**src/tpw_pkg.sv**
```systemverilog
// Package for the three-step wrapped phase block: widths, CORDIC constants,
// the arctangent table and the pipeline payload types.
// No dependencies.
`timescale 1ns / 1ps

package tpw_pkg;

    localparam int SAMPLE_W  = 8;
    localparam int NUM_W     = 9;    // I1-I3, signed
    localparam int DEN_W     = 11;   // 2*I2-I1-I3, signed
    localparam int FRAC_BITS = 24;
    localparam int PROD_W    = 35;   // NUM_W x sqrt(3) Q24 product
    localparam int XY_W      = 38;   // CORDIC x/y with gain headroom
    localparam int Z_W       = 23;   // angle, 2^20 units per pi
    localparam int PH_W      = 16;
    localparam int RND_SH    = 5;    // Z units per output LSB = 2^5
    localparam int ITERS     = 20;

    localparam logic signed [25:0]    SQRT3_Q24  = 26'sd29058991;
    localparam logic signed [Z_W-1:0] ANG_PI     = 23'sd1048576;
    localparam logic signed [Z_W-1:0] Z_RND_HALF = 23'sd16;

    localparam logic [PH_W-1:0] PHASE_ZERO     = 16'h0000;
    localparam logic [PH_W-1:0] PHASE_PI       = 16'h8000;
    localparam logic [PH_W-1:0] PHASE_POS_HALF = 16'h4000;
    localparam logic [PH_W-1:0] PHASE_NEG_HALF = 16'hC000;

    typedef logic signed [XY_W-1:0] t_xy;
    typedef logic signed [Z_W-1:0]  t_z;

    // atan(2^-i) in angle units, rounded to nearest
    localparam t_z ATAN_TAB [0:ITERS-1] = '{
        23'sd262144, 23'sd154753, 23'sd81767, 23'sd41506, 23'sd20834,
        23'sd10427,  23'sd5215,   23'sd2608,  23'sd1304,  23'sd652,
        23'sd326,    23'sd163,    23'sd81,    23'sd41,    23'sd20,
        23'sd10,     23'sd5,      23'sd3,     23'sd1,     23'sd1
    };

    // Cases that bypass the CORDIC result
    typedef enum logic [2:0] {
        SPEC_NONE,
        SPEC_ZERO,
        SPEC_PI,
        SPEC_POS_HALF,
        SPEC_NEG_HALF
    } t_spec;

    typedef struct packed {
        t_xy   x;
        t_xy   y;
        t_z    z;
        t_spec spec;
    } t_vec;

endpackage

```
**src/tpw_round.sv**
```systemverilog
// Output stage: rounds the angle to a 16-bit binary angle, applies the
// axis special cases and registers the request result. Depends on tpw_pkg.
`timescale 1ns / 1ps

module tpw_round (
    input  logic                         i_clk,
    input  logic                         i_rst_n,
    input  logic                         i_vld,
    input  tpw_pkg::t_vec                i_vec,
    output logic                         o_strobe,
    output logic [tpw_pkg::PH_W-1:0]     o_wrapped_phase
);

    logic                        r_strobe;
    logic [tpw_pkg::PH_W-1:0]    r_phase, n_phase;
    tpw_pkg::t_z                 w_zr;

    // round half up, then keep 16 bits (wraps +pi to -pi)
    assign w_zr = i_vec.z + tpw_pkg::Z_RND_HALF;

    always_comb begin
        unique case (i_vec.spec)
            tpw_pkg::SPEC_NONE:
                n_phase = w_zr[tpw_pkg::PH_W+tpw_pkg::RND_SH-1:tpw_pkg::RND_SH];
            tpw_pkg::SPEC_ZERO:     n_phase = tpw_pkg::PHASE_ZERO;
            tpw_pkg::SPEC_PI:       n_phase = tpw_pkg::PHASE_PI;
            tpw_pkg::SPEC_POS_HALF: n_phase = tpw_pkg::PHASE_POS_HALF;
            tpw_pkg::SPEC_NEG_HALF: n_phase = tpw_pkg::PHASE_NEG_HALF;
            default:                n_phase = tpw_pkg::PHASE_ZERO;
        endcase
    end

    always_ff @(posedge i_clk) begin
        if (!i_rst_n) begin
            r_strobe <= 1'b0;
        end else begin
            r_strobe <= i_vld;
        end
    end

    always_ff @(posedge i_clk) begin
        r_phase <= n_phase;
    end

    assign o_strobe        = r_strobe;
    assign o_wrapped_phase = r_phase;

    a_pi_code: assert property (@(posedge i_clk) disable iff (!i_rst_n)
        (i_vld && (i_vec.spec == tpw_pkg::SPEC_PI)) |=> (o_wrapped_phase == tpw_pkg::PHASE_PI))
        else $error("+pi not emitted as -32768");

endmodule

```
**config.mk**
```make
export PLATFORM = sky130hd
export DESIGN_NAME = tpw_round
export DESIGN_NICKNAME = d
export VERILOG_FILES = /design/src/tpw_pkg.sv /design/src/tpw_round.sv
export SDC_FILE = /design/constraint.sdc
export NUM_CORES = 1
export LEC_CHECK = 0
export BUFFER_PORTS_ARGS = -buffer_cell sky130_fd_sc_hd__clkbuf_2
export CAP_MARGIN = 25
export CORE_ASPECT_RATIO = 1.5
export CORE_MARGIN = 2
export CORE_UTILIZATION = 32
export CTS_BUF_LIST = sky130_fd_sc_hd__clkbuf_8
export DETAILED_ROUTE_END_ITERATION = 7
export PLACE_DENSITY = 0.88
export REMOVE_ABC_BUFFERS = 1
export SYNTH_ARGS = -nofsm -noshare
export SYNTH_HDL_FRONTEND = slang
export SYNTH_SLANG_ARGS = --single-unit
```
**constraint.sdc**
```tcl
create_clock -name i_clk -period 5.4 [get_ports i_clk]
set_input_delay 1.08 -clock i_clk [delete_from_list [all_inputs] [get_ports i_clk]]
set_output_delay 1.08 -clock i_clk [all_outputs]
set_load 0.05 [all_outputs]
```
Word level (Yosys, flattened, before mapping)
Cells that the tools add are included.
{"block": "op_classes", "n_addsub": 1, "n_eq_ne": 3, "muxes": 1, "n_reduce_logical": 1}
{"operator": "$pmux W16 S4", "count": 1}
{"operator": "$add A21 B6 Y21 const B", "count": 1}
{"operator": "$eq A3 B2 Y1 const B", "count": 2}
{"operator": "$eq A3 B3 Y1 const B", "count": 1}
{"operator": "$logic_not A3 Y1", "count": 1}
{"block": "word_totals", "reg_bits": 17, "inputBits": 105, "out_inout_bits": 17, "wordCells": 8}

Depth between registers and ports, before layout
{"block": "depth", "ltp_word": 2, "ltp_mapped": 5}

Worst setup path after synthesis
No wires, ideal clock.
{"block": "synth_path", "path_type": "input port to flip-flop", "from": "in i_vec[7] (netlist name)", "to": "reg r_phase (netlist bit o_wrapped_phase[15])", "setup_time_ns": 0.125, "t_arrival_ns": 2.433, "required_ns": 5.275, "slack_ns": 2.842, "path_stages": 5, "n_path_buf": 0, "path_cell_list": "ha_1 nand2_1 or4_4 o21a_1 o41a_1"}
{"block": "synth_between", "elab_chain_len": 2}
{"element": "start: declaration", "line_no": "tpw_round.sv:9", "rtl": "input tpw_pkg::t_vec i_vec,"}
{"element": "$add A21 B6 Y21", "line_no": "tpw_round.sv:19", "rtl": "assign w_zr = i_vec.z + tpw_pkg::Z_RND_HALF;"}
{"element": "$pmux W16 S4", "line_no": "tpw_round.sv:22", "rtl": "unique case (i_vec.spec)"}
{"element": "via n_phase (one bit)", "line_no": "tpw_round.sv:15", "rtl": "logic [tpw_pkg::PH_W-1:0] r_phase, n_phase;"}
{"element": "end signal: assignment", "line_no": "tpw_round.sv:42", "rtl": "r_phase <= n_phase;"}
{"element": "end: declaration", "line_no": "tpw_round.sv:15"}
The timed path passes the listed nets, and every way through them passes these cells.
A chain may end at the register's enable or synchronous reset.

Worst setup path after layout
Same ends and word-level chain as after synthesis.

==> impl_results.md <==
- Post-DP HPWL: 1.54 mm
- GRT Max-Usage Layer: met2
- Via density: 5.23
- Mapped Cells: 90
- Post-layout net count: 238
- I/O pin total: 122
- Buffer cell driving the clock tree root: sky130_fd_sc_hd__clkbuf_8
- Synth warnings: 0
- Slew at the pin with the worst max-slew slack: 0.480 ns
- Antenna viol nets, final: 0
- Final worst setup slack: 2.85 ns
- Number of port buffers: 39
- Number of flops mapped to enable cells by yosys: 0
- Xor-xnor portion of the synthesized cell area: 7.77%
- Critical path's slowest cell: sky130_fd_sc_hd__or4_4
- Cell depth of the worst hold path: 2
- Maximum fanout count along the critical path: 5
- Unrepaired setup endpoints after global routing: no
- Run status: completed
- Final Slew Violations: 0
- Top-count cell post-synth: sky130_fd_sc_hd__dfxtp_1
- Area fraction in and, or, nand and nor cells after synthesis: 31.4%
- Count of TritonRoute iterations in the first routing pass: 4
- Total number of H-tree levels: 1
- Final routed DRC violation total: 0
- Number of distinct library cells after synthesis: 26
- Area growth from synthesis to layout: 33.4%
- Data required time of the worst path: 5.54 ns
- Instance area at placement: 0.00101 sq mm
- Setup violation total in the final timing report: 0
- Post-cts hold buffer count: 0
- PostCTS Resize Cnt: 0
- Horizontal die dimension: 44.6 um
- Type of the setup path with the least slack: in -> reg
- Worst slew margin: 68.0%
- Post-route cell area: 0.00105 sq mm
- Startpoint of the lowest-slack hold path: i_vld
- Number of antenna violations at the first check in global routing: 0
- Maximum operating frequency: 0.393 GHz
- Final Hold Violating Endpoints: 0
- Fraction of registers with async set/reset: 0%
- Worst-path cell chain: clkbuf_2 > ha_1 > nand2_1 > or4_4 > o21a_1 > o41a_1
- All-layer global routing usage: 15.2%
- Worst vdd rail ir drop: 0.139 mV
- Leakage: 0.472 nW
- Fraction of layout cells with a size suffix above 1: 38.2%
- DR iter-0 viols: 18
- Initial core utilization: 33.0%
- Top cell type's share of synthesized area: 43.1%
- Worst hold path class: in -> reg
- Pin count of the biggest net entering global routing: 16
- Flip-flop and latch count after synthesis: 17
- Share of synthesized area occupied by flip-flops and latches: 43.1%
- Period minus WS final: 2.55 ns
- Cell class contributing the biggest share of worst-path delay: simple AND/OR/NAND/NOR gates
- Area of the mapped netlist: 790 sq um
- Wire length of the first global-routing pass: 3.25 mm
- Number of buffers created by CTS: 3
- Crit. End Element: flip-flop
- Placeable core region: 0.00239 sq mm
- Via count of the first global-routing pass: 806
- Largest cells by area after synthesis: sky130_fd_sc_hd__dfxtp_1 (43%), sky130_fd_sc_hd__xnor2_1 (5.5%), sky130_fd_sc_hd__nor2_1 (5.2%)
- Die area: 0.00289 sq mm
- Final critical-path share of the clock period: 47.2%
- Final global-route overflow total: 0
- Met3 capacity usage during global routing: 3.90%
- Buf+Inv Stages, Crit Path: 1
- Slowest cell delay on critical path: 0.55 ns
- Worst hold endpoint: o_strobe
- Die extent in y: 64.8 um
- Num Clock Sinks: 17
- Dominant combinational cell family by area after synthesis: simple AND/OR/NAND/NOR gates
- Synth Area in Adders: 1.58%
- Placer Congestion: 0.822
- Crit path from: i_vec[7]
- Buffers inserted during post-CTS setup optimization: 0
- Post-synth top area cell: sky130_fd_sc_hd__dfxtp_1
- Critical path data arrival time: 2.68 ns
- Commonest cells in the netlist: sky130_fd_sc_hd__dfxtp_1 (17), sky130_fd_sc_hd__nor2_1 (11), sky130_fd_sc_hd__a21oi_1 (6), sky130_fd_sc_hd__nand3_1 (6)
- Worst setup SP type: input pin
- Final wirelength: 1.91 mm
- Post-synthesis average cell area: 8.77 sq um
- Complex-gate fraction of the synthesized area: 10.6%
- Routed wire length per instance: 12.3 um
- Share of synthesized area spent on multiplexers: 2.69%
- Sum of negative setup slack: 0 ns
- Clock input transition at the sequential cells of the worst setup and hold paths: 0.06 ns
- GR Layer Usage met1: 15.9%
- Number of placement rows: 22
- Antenna cells: 0
- TritonCTS clock tree: yes
- Met2 Usage GRT: 25.2%
- Power per Cell Area: 262 mW/mm^2
- Overall via count from detail_route: 810
- Max Cap Violations: 0
- Max Buffers Root-to-Sink: 2
- Most used flip-flop cell after synthesis: sky130_fd_sc_hd__dfxtp_1
- Place WS: 2.61 ns
==> how the worst max path moves through the flow <==
stage / to / cells past startpoint / slack (ns)
floorplan: o_wrapped_phase[15] / 5 / 2.84
CTS: o_wrapped_phase[15] / 6 / 2.87
finish: o_wrapped_phase[15] / 6 / 2.85
global route: o_wrapped_phase[15] / 6 / 2.79
detailed placement: o_wrapped_phase[15] / 6 / 2.61
global placement: o_wrapped_phase[15] / 6 / 2.63
==> sequential cells by signal, indices dropped and copies added (netlist names) <==
name and cells:
o_wrapped_phase 16, o_strobe 1
==> metrics by stage <==
step	std cells	util, %	hold WS [ns]	power, mW
after detailed placement	151	42.1	1.29	0.187
after global routing	155	44.0	1.02	0.290
after floorplan	88	-	1.20	0.165
after CTS	155	44.0	1.02	0.281
after global placement	151	42.1	1.28	0.185
final	155	44.0	1.03	0.276
==> metal layers <==
| metal | vias up | routed length (um) |
|---|---|---|
| met3 | 6 | 131 |
| li1 | 401 | - |
| met1 | 370 | 757 |
| met2 | 33 | 977 |
| met5 | - | 0 |
| met4 | 0 | 43 |
==> cell usage in the layout (no fill, tap or decap), types with 2 or more instances in the layout <==
master,Yosys,routed
sky130_fd_sc_hd__nand4_1,2,2
sky130_fd_sc_hd__clkbuf_2,0,39
sky130_fd_sc_hd__a21oi_1,6,6
sky130_fd_sc_hd__xor2_1,2,2
sky130_fd_sc_hd__nand2_1,5,5
sky130_fd_sc_hd__nor3_1,4,4
sky130_fd_sc_hd__or3_2,2,2
sky130_fd_sc_hd__and2_1,2,2
sky130_fd_sc_hd__nand3_1,6,6
sky130_fd_sc_hd__clkbuf_8,0,3
sky130_fd_sc_hd__xnor2_1,5,5
sky130_fd_sc_hd__nor2_1,11,11
sky130_fd_sc_hd__o21ai_0,5,5
sky130_fd_sc_hd__dfxtp_1,17,17
sky130_fd_sc_hd__or4_4,2,2
sky130_fd_sc_hd__inv_1,4,4
sky130_fd_sc_hd__nor4_1,2,2
sky130_fd_sc_hd__or3_1,4,4
==> power breakdown <==
| part | switching (mW) | internal, mW |
|---|---|---|
| clock network | 0.0410 | 0.0511 |
| logic | 0.0363 | 0.0163 |
| registers | 0.00133 | 0.130 |
| total | 0.0786 | 0.197 |
==> layout make-up <==
type,count,area [sq um]
fillers,232,1340
multi-input cells,67,427
flip-flops and latches,17,340
repair buffers,39,195
clock buffers,3,41.3
well taps,24,30.0
inverters,4,15.0
clock inverters,1,5.00
==> kinds of logic (layout without fill, tap and decap cells) <==
group / Yosys count / after routing
compound gates: 14 / 14
xor+xnor: 7 / 7
fa+ha+maj: 1 / 1
buf+inv: 6 / 47
flops: 17 / 17
mux: 2 / 2
simple gates: 43 / 43
Note: power is estimated with default switching activity, not from simulation.
