[config.mk]
export PLATFORM = sky130hd
export DESIGN_NAME = tpw_front
export DESIGN_NICKNAME = d
export VERILOG_FILES = /design/src/tpw_pkg.sv /design/src/tpw_front.sv
export SDC_FILE = /design/constraint.sdc
export NUM_CORES = 1
export LEC_CHECK = 0
export ABC_AREA = 1
export BUFFER_PORTS_ARGS = -buffer_cell sky130_fd_sc_hd__buf_2
export CORE_UTILIZATION = 40
export CTS_BUF_LIST = sky130_fd_sc_hd__clkbuf_4
export CTS_CLUSTER_SIZE = 28
export DETAILED_ROUTE_END_ITERATION = 8
export PLACE_DENSITY_LB_ADDON = 0.2
export SLEW_MARGIN = 40
export SYNTH_ARGS = -nofsm -noshare
export SYNTH_HDL_FRONTEND = slang
export SYNTH_SLANG_ARGS = --single-unit
[constraint.sdc]
create_clock -name i_clk -period 3.77 [get_ports i_clk]
set_input_delay 0.1885 -clock i_clk [delete_from_list [all_inputs] [get_ports i_clk]]
set_output_delay 0.1885 -clock i_clk [all_outputs]
set_load 0.01 [all_outputs]
[src/tpw_pkg.sv]
// Package for the three-step wrapped phase block: widths, CORDIC constants,
// the arctangent table and the pipeline payload types.
// No dependencies.
`timescale 1ns / 1ps

package tpw_pkg;

    localparam int SAMPLE_W  = 8;
    localparam int NUM_W     = 9;    // I1-I3, signed
    localparam int DEN_W     = 11;   // 2*I2-I1-I3, signed
    localparam int FRAC_BITS = 24;
    localparam int PROD_W    = 35;   // NUM_W x sqrt(3) Q24 product
    localparam int XY_W      = 38;   // CORDIC x/y with gain headroom
    localparam int Z_W       = 23;   // angle, 2^20 units per pi
    localparam int PH_W      = 16;
    localparam int RND_SH    = 5;    // Z units per output LSB = 2^5
    localparam int ITERS     = 20;

    localparam logic signed [25:0]    SQRT3_Q24  = 26'sd29058991;
    localparam logic signed [Z_W-1:0] ANG_PI     = 23'sd1048576;
    localparam logic signed [Z_W-1:0] Z_RND_HALF = 23'sd16;

    localparam logic [PH_W-1:0] PHASE_ZERO     = 16'h0000;
    localparam logic [PH_W-1:0] PHASE_PI       = 16'h8000;
    localparam logic [PH_W-1:0] PHASE_POS_HALF = 16'h4000;
    localparam logic [PH_W-1:0] PHASE_NEG_HALF = 16'hC000;

    typedef logic signed [XY_W-1:0] t_xy;
    typedef logic signed [Z_W-1:0]  t_z;

    // atan(2^-i) in angle units, rounded to nearest
    localparam t_z ATAN_TAB [0:ITERS-1] = '{
        23'sd262144, 23'sd154753, 23'sd81767, 23'sd41506, 23'sd20834,
        23'sd10427,  23'sd5215,   23'sd2608,  23'sd1304,  23'sd652,
        23'sd326,    23'sd163,    23'sd81,    23'sd41,    23'sd20,
        23'sd10,     23'sd5,      23'sd3,     23'sd1,     23'sd1
    };

    // Cases that bypass the CORDIC result
    typedef enum logic [2:0] {
        SPEC_NONE,
        SPEC_ZERO,
        SPEC_PI,
        SPEC_POS_HALF,
        SPEC_NEG_HALF
    } t_spec;

    typedef struct packed {
        t_xy   x;
        t_xy   y;
        t_z    z;
        t_spec spec;
    } t_vec;

endpackage

[src/tpw_front.sv]
// Front end: input register, numerator/denominator, sqrt(3) scaling and
// left-half-plane pre-rotation (three register stages).
// Depends on tpw_pkg.
`timescale 1ns / 1ps

module tpw_front (
    input  logic                             i_clk,
    input  logic                             i_rst_n,
    input  logic                             start,
    input  logic [tpw_pkg::SAMPLE_W-1:0]     i_first_sample,
    input  logic [tpw_pkg::SAMPLE_W-1:0]     i_second_sample,
    input  logic [tpw_pkg::SAMPLE_W-1:0]     i_third_sample,
    output logic                             busy,
    output logic                             o_vld,
    output tpw_pkg::t_vec                    o_vec
);

    // stage 1: differences
    logic                                r_s1_vld;
    logic signed [tpw_pkg::NUM_W-1:0]    r_num, n_num;
    logic signed [tpw_pkg::DEN_W-1:0]    r_den, n_den;

    // stage 2: scaled vector and special-case code
    logic                                r_s2_vld;
    tpw_pkg::t_xy                        r_x0, n_x0;
    tpw_pkg::t_xy                        r_y0, n_y0;
    tpw_pkg::t_spec                      r_spec, n_spec;
    logic signed [tpw_pkg::PROD_W-1:0]   w_prod;

    // stage 3: pre-rotated vector
    logic                                r_s3_vld;
    tpw_pkg::t_vec                       r_s3, n_s3;

    assign busy = 1'b0;

    always_comb begin
        n_num = signed'({1'b0, i_first_sample}) - signed'({1'b0, i_third_sample});
        n_den = signed'({2'b00, i_second_sample, 1'b0})
              - signed'({3'b000, i_first_sample})
              - signed'({3'b000, i_third_sample});
    end

    assign w_prod = r_num * tpw_pkg::SQRT3_Q24;

    always_comb begin
        n_y0 = {{(tpw_pkg::XY_W-tpw_pkg::PROD_W){w_prod[tpw_pkg::PROD_W-1]}}, w_prod};
        n_x0 = {{(tpw_pkg::XY_W-tpw_pkg::DEN_W-tpw_pkg::FRAC_BITS){r_den[tpw_pkg::DEN_W-1]}},
                r_den, {tpw_pkg::FRAC_BITS{1'b0}}};
        if (r_num == '0) begin
            n_spec = r_den[tpw_pkg::DEN_W-1] ? tpw_pkg::SPEC_PI : tpw_pkg::SPEC_ZERO;
        end else if (r_den == '0) begin
            n_spec = r_num[tpw_pkg::NUM_W-1] ? tpw_pkg::SPEC_NEG_HALF
                                             : tpw_pkg::SPEC_POS_HALF;
        end else begin
            n_spec = tpw_pkg::SPEC_NONE;
        end
    end

    // left half plane: mirror through the origin, start at +/-pi
    always_comb begin
        n_s3.spec = r_spec;
        if (r_x0[tpw_pkg::XY_W-1]) begin
            n_s3.x = -r_x0;
            n_s3.y = -r_y0;
            n_s3.z = (r_y0 > 0) ? tpw_pkg::ANG_PI : -tpw_pkg::ANG_PI;
        end else begin
            n_s3.x = r_x0;
            n_s3.y = r_y0;
            n_s3.z = '0;
        end
    end

    always_ff @(posedge i_clk) begin
        if (!i_rst_n) begin
            r_s1_vld <= 1'b0;
            r_s2_vld <= 1'b0;
            r_s3_vld <= 1'b0;
        end else begin
            r_s1_vld <= start && !busy;
            r_s2_vld <= r_s1_vld;
            r_s3_vld <= r_s2_vld;
        end
    end

    always_ff @(posedge i_clk) begin
        r_num  <= n_num;
        r_den  <= n_den;
        r_x0   <= n_x0;
        r_y0   <= n_y0;
        r_spec <= n_spec;
        r_s3   <= n_s3;
    end

    assign o_vld = r_s3_vld;
    assign o_vec = r_s3;

    a_vld_follows: assert property (@(posedge i_clk) disable iff (!i_rst_n)
        $past(i_rst_n) |-> (r_s3_vld == $past(r_s2_vld)))
        else $error("front valid lost or invented");

    a_prerot_right_half: assert property (@(posedge i_clk) disable iff (!i_rst_n)
        (r_s3_vld && (r_s3.spec == tpw_pkg::SPEC_NONE)) |-> (r_s3.x > 0))
        else $error("pre-rotation left vector outside right half plane");

endmodule

# Word-level counts from Yosys, hierarchy flattened
# Cells that the tools add are included.
# Widths: inputs -> output; s select.
# totals
regBits	174
latchBits	0
ram_bits	0
rom_bits	0
input_bits	27
output_inout_bits	104
wordCells	29
n_memories	0
# classes
add_sub_neg	5
mul	1
div_mod_pow	0
magnitude_cmp	1
n_eq_ne	0
shifts	0
n_mux	6
bitwise_logic	0
reduce_logical	2
# ops
operator	count
$mux 98	1
$neg 35->38	2
$gt 35x1->1 const B	1
$mul 9x26->35 const B	1
$mux 23	1
$logic_not 11->1	1
$sub 10x9->11	1
$sub 9x8->10	1
$logic_not 9->1	1
$mux 3	3
$sub 8x8->9	1
$mux 2	1

# Depth between registers and ports, before layout
# depth
word_depth	3
mapped_depth	21
mapped_depth_nobuf	21

# Worst setup path before layout
# Ideal clock, no wire load.
# synth_timing
path_kind	register -> register
from	reg r_num[6] (netlist bit)
to	reg r_y0[33]
setup_ps	112
arrival_ps	4040
required_time_ps	3658
slack_ps	-382
stages_incl_launch_ff	17
n_path_buf	0
period_less_slack_ps	4152
path_cell_list	dfxtp_1 > fa_1 > inv_1 > fa_1 > fa_1 > fa_1 > inv_1 > ha_1 > ha_1 > a21oi_1 > nand2_1 > nand2_1 > nand2_1 > a21oi_1 > nand2_1 > nand2_1 > nand2_1
# synth_between
elab_chain_cells	1
# synth_rtl
item	line_no	rtl
start: declaration	tpw_front.sv:20	logic signed [tpw_pkg::NUM_W-1:0] r_num, n_num;
start signal: assignment	tpw_front.sv:86	r_num <= n_num;
$mul 9x26->35	tpw_front.sv:43	assign w_prod = r_num * tpw_pkg::SQRT3_Q24;
net w_prod, one bit	tpw_front.sv:28	logic signed [tpw_pkg::PROD_W-1:0] w_prod;
end signal: assignment	tpw_front.sv:89	r_y0 <= n_y0;
end: declaration	tpw_front.sv:26	tpw_pkg::t_xy r_y0, n_y0;
# The timed path passes the listed nets, and every way through them passes these cells.
# A chain may end at the register's enable or synchronous reset.

==> flow_summary.json <==
{
  "outcome": "finished with violations",
  "violations": "negative setup slack",
  "crit_end": "r_y0[30]$_DFF_P_",
  "grt_pass1_vias": 8594,
  "antenna_found_initial": 1,
  "synth_top_area_share_pct": 23.9,
  "tightest_slew_ns": 0.694,
  "met3_usage_pct": 2.59,
  "synth_cell_type_count": 40,
  "fillers": 2468,
  "maxCapViolations": 0,
  "die_h_um": 164,
  "globalRouteMet1Util_pct": 26.9,
  "coreArea_um2": 26000,
  "vias_per_cell": 4.57,
  "dp.cells": 1884,
  "synthCells": 1376,
  "synthTopCellsByCount": "nand2_1, inv_1, ha_1",
  "wl_per_cell_um": 14.3,
  "io_buffer_count": 85,
  "seqCellArea_um2": 2550,
  "cts-htree-levels": 4,
  "utilization_pct": 52.8,
  "ys_seq_area_share_pct": 23.9,
  "cts_root_buffer": "clkbuf_4",
  "die_w_um": 164,
  "initial_core_util_pct": 40.6,
  "cpPeakStageDelay_ns": 0.67,
  "fin_cells": 1933,
  "dieArea_um2": 27000,
  "synth_area_um2": 10600,
  "path_class": "reg2reg",
  "ys_warn_count": 0,
  "rrSetupSlack_ns": -0.22,
  "drt_first_pass_iters": 5,
  "grt_usage_pct": 20.8,
  "num_rows": 59,
  "timing.final.hold_violations": 0,
  "finalWirelength_um": 27600,
  "area_delta_synth_final_pct": 29.9,
  "globalplace.congestion": 0.991,
  "hold_class": "in2reg",
  "cp_slowest_cell": "fa_2",
  "grt_max_degree": 33,
  "route.detailed.drc": 0,
  "multiInputGateArea_um2": 8060,
  "tritoncts": "yes",
  "fin_crit_sh_pct": 106,
  "avgSynthCellArea_um2": 7.67,
  "cp-end-kind": "register",
  "yosys.area.top_type": "dfxtp_1",
  "fmax_ghz": 0.251,
  "dp_hpwl_um": 22500,
  "start_kind": "register",
  "crit_path_start": "r_den[0]$_DFF_P_",
  "r2r_cells": 17,
  "synth_seq_cells": 126,
  "cp.required_ns": 4.24,
  "cp_common_cell": "fa_1",
  "crit_arrival_ns": 4.46,
  "timing.rr.end": "r_y0[30]$_DFF_P_",
  "path_clk_slew_ns": 0.15,
  "use_met2_pct": 35.0,
  "gr-total-overflow": 0,
  "antenna_left": 0,
  "path_buf_inv": 2,
  "cp_top_family": "adder cells",
  "cts.sinks": 126,
  "num_vias": 8827,
  "r2r_start": "r_den[0]$_DFF_P_",
  "grt_most_used_layer": "met2",
  "synth_edf_count": 0,
  "grt_pass1_wl_um": 43000,
  "netlist_top_cells_area": "dfxtp_1, ha_1, fa_1",
  "first_iter_violations": 567,
  "ys_async_sr_fraction_pct": 0,
  "num_io_pins": 131,
  "yosysMostFrequentCell": "nand2_1",
  "ctsLongestPathBuffers": 2,
  "relSlewSlack_pct": 53.4,
  "drive_above_1_share_pct": 31.7,
  "fin_nets": 1821,
  "synthFlopType": "dfxtp_1",
  "finalWorstSetupSlack_ns": -0.216,
  "worstSetupPathDepth": 17,
  "rsz0062_at_grt": "yes",
  "cp_cell_sequence": "fa_2 > fa_1 > fa_1 > inv_2 > fa_1 > inv_2 > ha_4 > ha_4 > nand2_4 > nor2_1 > nand2_1 > nand3_4 > nand2_2 > nand2_4 > nand2_2 > nand3_1 > nand2_1",
  "finClkSkew_ns": 0.0366,
  "cts_inserted_buffers": 17,
  "final-max-slew-violation-count": 0,
  "fin_crit_ns": 3.99,
  "clkLatencyLatePin_ns": 0.57,
  "finalSetupViolCount": 25,
  "path_max_fanout": 5
}
==> how the worst min path moves through the flow <==
stage,from,to,slack [ns],cells after the start
finish,i_third_sample[1],r_num[1]$_DFF_P_,0.03,3
global route,i_third_sample[1],r_num[1]$_DFF_P_,0.02,3
global placement,r_spec[2]$_SDFF_PP0_,o_vec[2]$_DFF_P_,0.31,0
detailed placement,r_spec[2]$_SDFF_PP0_,o_vec[2]$_DFF_P_,0.31,0
floorplan,i_rst_n,o_vld$_SDFF_PN0_,0.28,2
CTS,i_first_sample[7],r_num[7]$_DFF_P_,0.01,3
==> routing by layer <==
metal / vias up / part of all wire, %
li1: 4546 / -
met1: 4072 / 45
met2: 166 / 49
met3: 43 / 2.6
met4: 0 / 2.9
met5: - / 0
==> sequential cells by signal, summed over array words and instances, names as in the netlist <==
name and count:
r_num 8, o_vld 1, r_y0 35, r_s1_vld 1, r_x0 10, r_s2_vld 1, r_den 11, r_spec 3
o_vec 56
==> worst register-to-register path: cells and delay by family, from the launching register on <==
| family | cells | cell delay [ns] |
|---|---|---|
| adder cells (fa/ha/maj) | 6 | 2.68 |
| AND/OR/NAND/NOR | 9 | 0.73 |
| flip-flops | 1 | 0.40 |
| buffers and inverters | 2 | 0.09 |
==> cell families after synthesis <==
logic type | synth area share (%)
and+or+nand+nor | 21.9
xor gates and xnor gates | 5.39
AOI/OAI and AO/OA | 4.53
buffers and inverters | 13.8
adders and majority gates | 30.4
other | 0.0355
DFF | 23.9
==> timing repair <==
item	CTS	global route
cloned	0	0
hold endpoints to repair	4	0
hold buffers	4	0
pin swaps	49	89
gates resized for setup	92	173
buffers inserted	6	7
endpoints found under the setup margin	26	27
==> metrics by stage <==
step / cell area [µm²] / setup slack [ns] / setup TNS, ns / hold WS, ns
2_1_floorplan: 11100 / -0.00680 / -0.0249 / 0.282
3_3_place_gp: 12200 / -0.355 / -5.18 / 0.311
3_5_place_dp: 12200 / -0.379 / -6.24 / 0.312
4_1_cts: 13000 / -0.238 / -4.73 / 0.0135
5_1_grt: 13700 / -0.373 / -6.98 / 0.0185
6_report: 13700 / -0.216 / -3.51 / 0.0329
==> area by class of cell <==
| type | instances | share of cell area, % |
|---|---|---|
| multi-input cells | 957 | 58.8 |
| flip-flops and latches | 126 | 18.6 |
| repair buffers | 195 | 9.56 |
| inverters | 287 | 7.97 |
| well taps | 335 | 3.06 |
| clock inverters | 15 | 1.07 |
| clock buffers | 17 | 0.931 |
| diodes | 1 | 0.0183 |
==> cells in the final DEF, fill, tap and decap left out, types with 12 or more instances in the layout <==
cell / n
dfxtp_1: 117
xnor2_1: 12
inv_2: 41
nand4_1: 17
nor2_4: 17
ha_1: 84
nand2_4: 28
buf_2: 85
ha_4: 42
nand2_2: 60
nand3_2: 12
buf_4: 95
nand2_1: 255
nand3_1: 49
nor2_1: 65
clkbuf_4: 17
o21ai_0: 15
inv_1: 240
conb_1: 48
xor2_1: 50
fa_1: 67
a21oi_1: 32
nor2_2: 16
Power is not shown: default switching activity piles up to over one toggle a cycle in this logic, so the estimate is an artifact.
